## src/design/cfrp_pkg.sv

```systemverilog
// Shared constants, types and helpers for the cache fill run planner.
`default_nettype none

package cfrp_pkg;

    localparam int NUM_BLOCKS  = 65536;
    localparam int BLOCK_BYTES = 4096;
    localparam int MAX_RUNS    = 16;

    localparam int MAX_SPAN  = 32;
    localparam int OUT_LIMIT = 16;
    localparam int RUN_CAP   = (MAX_RUNS < OUT_LIMIT) ? MAX_RUNS : OUT_LIMIT;

    // Bitmap is stored as 32-bit rows; only blocks a 16-bit index can reach.
    localparam int ROW_BITS   = 32;
    localparam int ROW_SHIFT  = 5;
    localparam int MAP_BLOCKS = (NUM_BLOCKS < 65536) ? NUM_BLOCKS : 65536;
    localparam int MAP_ROWS   = (MAP_BLOCKS + ROW_BITS - 1) / ROW_BITS;
    localparam int ROW_W      = (MAP_ROWS > 1) ? $clog2(MAP_ROWS) : 1;

    // Remainder unit: 29-bit operands (offset plus length cannot carry further).
    localparam int MOD_W = 29;

    localparam logic [1:0] KIND_READ  = 2'd0;
    localparam logic [1:0] KIND_CACHE = 2'd1;
    localparam logic [1:0] KIND_WRITE = 2'd2;
    localparam logic [1:0] KIND_OTHER = 2'd3;

    typedef struct packed {
        logic                rd_en;
        logic [ROW_W-1:0]    rd_row;
        logic                wr_en;
        logic [ROW_W-1:0]    wr_row;
        logic [ROW_BITS-1:0] wr_data;
    } map_req_t;

    typedef struct packed {
        logic done;
        logic rem0_nz;
        logic rem1_nz;
    } mod_stat_t;

    function automatic logic [ROW_W-1:0] row_of(input logic [15:0] blk);
        logic [15:0] r;
        r = blk >> ROW_SHIFT;
        return r[ROW_W-1:0];
    endfunction

endpackage

`default_nettype wire

```

## src/design/cfrp_mod.sv

```systemverilog
// Remainder by BLOCK_BYTES for two operands side by side, registered on start.
`default_nettype none

module cfrp_mod (
    input  wire logic                        clk,
    input  wire logic                        rst_n,
    input  wire logic                        start,
    input  wire logic [cfrp_pkg::MOD_W-1:0]  op0,
    input  wire logic [cfrp_pkg::MOD_W-1:0]  op1,
    output cfrp_pkg::mod_stat_t              stat
);
    import cfrp_pkg::*;

    // BLOCK_BYTES is a power of two, so the remainder is just the low bits.
    localparam logic [MOD_W-1:0] BLOCK_DIV = MOD_W'(BLOCK_BYTES);

    logic             done_reg, done_next;
    logic [MOD_W-1:0] r0_reg,   r0_next;
    logic [MOD_W-1:0] r1_reg,   r1_next;

    always_comb
    begin
        done_next = done_reg;
        r0_next   = r0_reg;
        r1_next   = r1_reg;
        if (start)
        begin
            done_next = 1'b1;
            r0_next   = op0 % BLOCK_DIV;
            r1_next   = op1 % BLOCK_DIV;
        end
    end

    always_ff @(posedge clk or negedge rst_n)
    begin
        if (!rst_n)
        begin
            done_reg <= 1'b0;
        end
        else
        begin
            done_reg <= done_next;
        end
    end

    always_ff @(posedge clk)
    begin
        r0_reg <= r0_next;
        r1_reg <= r1_next;
    end

    assign stat.done    = done_reg;
    assign stat.rem0_nz = (r0_reg != '0);
    assign stat.rem1_nz = (r1_reg != '0);

endmodule

`default_nettype wire

```

## config.mk

```make
export PLATFORM = sky130hd
export DESIGN_NAME = cfrp_mod
export DESIGN_NICKNAME = d
export VERILOG_FILES = /design/src/design/cfrp_pkg.sv /design/src/design/cfrp_mod.sv
export SDC_FILE = /design/constraint.sdc
export NUM_CORES = 1
export LEC_CHECK = 0
export CORE_MARGIN = 2
export CORE_UTILIZATION = 45
export DETAILED_ROUTE_END_ITERATION = 8
export DONT_BUFFER_PORTS = 1
export PLACE_DENSITY = 0.65
export SLEW_MARGIN = 15
export SYNTH_ARGS = -nofsm -noshare
export SYNTH_HDL_FRONTEND = slang
export SYNTH_SLANG_ARGS = --single-unit
```

## constraint.sdc

```tcl
create_clock -name clk -period 0.8 [get_ports clk]
set_input_delay 0.08 -clock clk [delete_from_list [all_inputs] [get_ports clk]]
set_output_delay 0.08 -clock clk [all_outputs]
set_load 0.01 [all_outputs]
```

After elaboration in Yosys (flattened, before gate mapping)
Cells that the tools add are included.
{"block": "totals", "regBits": 25, "inputBits": 61, "out_inout_bits": 3, "wordCells": 5}
{"block": "op_classes", "n_reduce_logical": 2}
{"op": "nonzero test 29 bit", "count": 2}

Longest topological paths before layout
{"block": "depth", "word_depth": 1, "depth_mapped": 2, "mapped_depth_nobuf": 2}

Least setup slack after synthesis
No wires, ideal clock.
{"block": "synth_path", "path_type": "reg2out", "from": "register r1_reg[2]", "to": "output port stat[0] in the netlist's numbering", "arrival_ps": 750, "required_ps": 720, "setup_slack_ps": -30, "path_stages_with_launch": 3, "n_path_buf": 0, "cell_sequence": "edfxtp_1 nor4_1 nand3_1"}
{"item": "start, declared", "line_no": "cfrp_mod.sv:19", "text": "logic [MOD_W-1:0] r1_reg, r1_next;"}
{"item": "start signal, assigned", "line_no": "cfrp_mod.sv:49", "text": "r1_reg <= r1_next;"}
{"item": "end, declared", "line_no": "cfrp_mod.sv:10", "text": "output cfrp_pkg::mod_stat_t stat"}

==> impl_metrics.py <==
metrics = {
    "critical_path": {
        "cp.arrival_ns": 1.17,
        "cp-startpoint": "r0_reg[5]",
        "cp_slowest_stage_delay_ns": 0.40,
        "required_ns": 0.72,
        "reg2reg_from": "done_reg",
        "critPathMaxFanout": 1,
        "worstSetupPathType": "flip-flop to output port",
        "crit_path_end_kind": "output port",
        "slowest_stage": "edfxtp_1",
        "crit_chain": "nor4_2, nand3_1",
        "ff2ff_path_depth": 1,
        "start_kind": "flip-flop",
    },
    "yosys": {
        "synth_area_per_cell_um2": 23.06,
        "syn-num-nets": 96,
        "netlist_instances": 35,
        "synth_seq_cells": 25,
        "ys_top_cells_by_area": "edfxtp_1 89%, nor4_1 4.7%, dfrtp_1 3.1%, nand3_1 1.2%, buf_4 0.93%",
        "synth_cell_types": 6,
        "synth_area_leader_cell": "edfxtp_1",
        "synth_top_area_share": 0.8930,
        "syn-cell-area_um2": 807.0,
        "seq_area_frac_synth": 0.9240,
        "ys_warn_count": 0,
    },
    "final_layout": {
        "syn2layout_area_growth_pct": 43.41,
        "fillers": 110,
        "nNetsFinal": 127,
        "fin_area_um2": 1157,
        "final_cell_mix": "26 x dlygate4sd3_1, 24 x edfxtp_1, 4 x nor4_2",
        "fin_util": 0.6777,
        "final_layout_size_suffix_gt1_frac": 0.1538,
        "mostFrequentLayoutCell": "dlygate4sd3_1",
        "seq_area_um2": 745.7,
        "diodes": 0,
        "multi_input_area_um2": 81.33,
    },
    "detailed_routing": {
        "via_per_inst": 4.822,
        "firstDrtPassIters": 4,
        "post_drt_wl_per_cell_um": 14.51,
        "vias": 434,
        "antenna_left": 0,
        "drtIter0Drc": 4,
        "drt_wl_total_um": 1306,
        "drc": 0,
    },
    "outcome": {
        "failed_checks": "hold timing, setup timing",
        "status": "complete, but fails checks",
    },
    "clock_network": {
        "cts_max_level": 1,
        "hold_buffers": 26,
        "clock_path_buffers": 2,
        "cts_tree": "done",
        "cts.sinks": 25,
        "clkSlewWorstSetupHoldPaths_ns": 0.12,
        "numCtsBuffers": 3,
        "insertion_delay_ns": 0.30,
        "root_buffer": "clkbuf_4",
    },
    "global_routing": {
        "overflow": 0,
        "grt_max_degree": 26,
        "grt_pass1_wl_um": 1794,
        "antenna_found_initial": 0,
        "grt_pass1_vias": 425,
        "grt_util_all_layers": 0.1301,
    },
    "timing": {
        "drv_slew": 0,
        "relSlewSlack": 0.8497,
        "grt_setup_unrepaired": "true",
        "setup_viol": 3,
        "min_period_over_period": 1.559,
        "max_clock_freq_ghz": 0.8018,
        "fin_crit_ns": 1.247,
        "whs_ns": -0.1246,
        "final.setup_skew_ns": 0,
        "tightest_slew_ns": 0.2233,
        "setup-tns-final_ns": -0.9950,
        "hold_viol_final": 25,
        "layout_setup_ws_ns": -0.4471,
    },
    "floorplanning": {
        "ios": 64,
        "die_height_um": 46.35,
        "die_area_um2": 2148,
        "die_w_um": 46.35,
        "initial_utilization": 0.4725,
        "core-area_um2": 1708,
        "rows": 15,
    },
    "power": {
        "ir_drop_mv": 1.305,
        "powerDensity_nw_per_um2": 1916,
        "p_leak_nw": 0.3830,
    },
    "place": {
        "io_buffers": 0,
        "dpl-instance-area_um2": 838.3,
        "place_ws_ns": -0.1558,
        "gp_congestion": 0.6460,
    },
    "job": {
        "cap_violations": 0,
    },
    "min_path": {
        "hold_depth": 0,
        "hold_start": "start",
        "hp-class": "input port to flip-flop",
    },
}
[worst max-delay path, delay by kind of cell (launching register included)]
family | cells | cell delay, ns
and+or+nand+nor | 2 | 0.47
DFF | 1 | 0.40
[per-layer routing]
layer / wire length, um / global-route usage
met5: 0 / 0
met1: 487 / 0.1444
met3: 107 / 0.05098
met4: 0 / 0.03429
met2: 710 / 0.2306
[cell type report]
cell class              instances  share of cell area
clock inverters                 1            0.004324
well taps                      25             0.02703
multi-input cells               9             0.07027
flip-flops and latches         25              0.6443
clock buffers                   3             0.01946
repair buffers                 27              0.2346
[metrics by stage]
stage / power [W] / instances
after floorplan: 0.001600 / 35
after global placement: 0.001605 / 60
after detailed placement: 0.001613 / 60
after CTS: 0.002237 / 90
after global routing: 0.002328 / 90
final: 0.002218 / 90
[report_power, final]
group / internal, W / switching, W
Sequential: 0.00155 / 0.0000397
Clock: 0.000186 / 0.000332
Combinational: 0.0000931 / 0.0000216
[cell usage after synthesis]
| master | count |
|---|---|
| buf_4 | 1 |
| dfrtp_1 | 1 |
| edfxtp_1 | 24 |
| nand3_1 | 2 |
| nor4_1 | 6 |
| or2_2 | 1 |
[what timing repair did]
| item | 4_1_cts | 5_1_grt |
|---|---|---|
| gates resized for setup | 4 | 2 |
| buffers inserted | 0 | 0 |
| hold endpoints to repair | 50 | 25 |
| pin swaps | 3 | 3 |
| setup endpoints to repair | 3 | 4 |
[final timing paths]
| check | endpoint | slack [ns] |
|---|---|---|
| setup / recovery | stat[1] | -0.45 |
| hold / removal | r0_reg[8] | -0.12 |
| setup reg to reg | done_reg | 0.05 |
| hold reg to reg | done_reg | 0.52 |
| max in group asynchronous | done_reg | 0.20 |
| min in group asynchronous | done_reg | 0.50 |
[cells by family after synthesis]
family / after synthesis / share of synthesized area
flip-flops: 25 / 0.9240
buffers and inverters: 1 / 0.009306
AND/OR/NAND/NOR: 9 / 0.06668
Note: power is estimated with default switching activity, not from simulation.
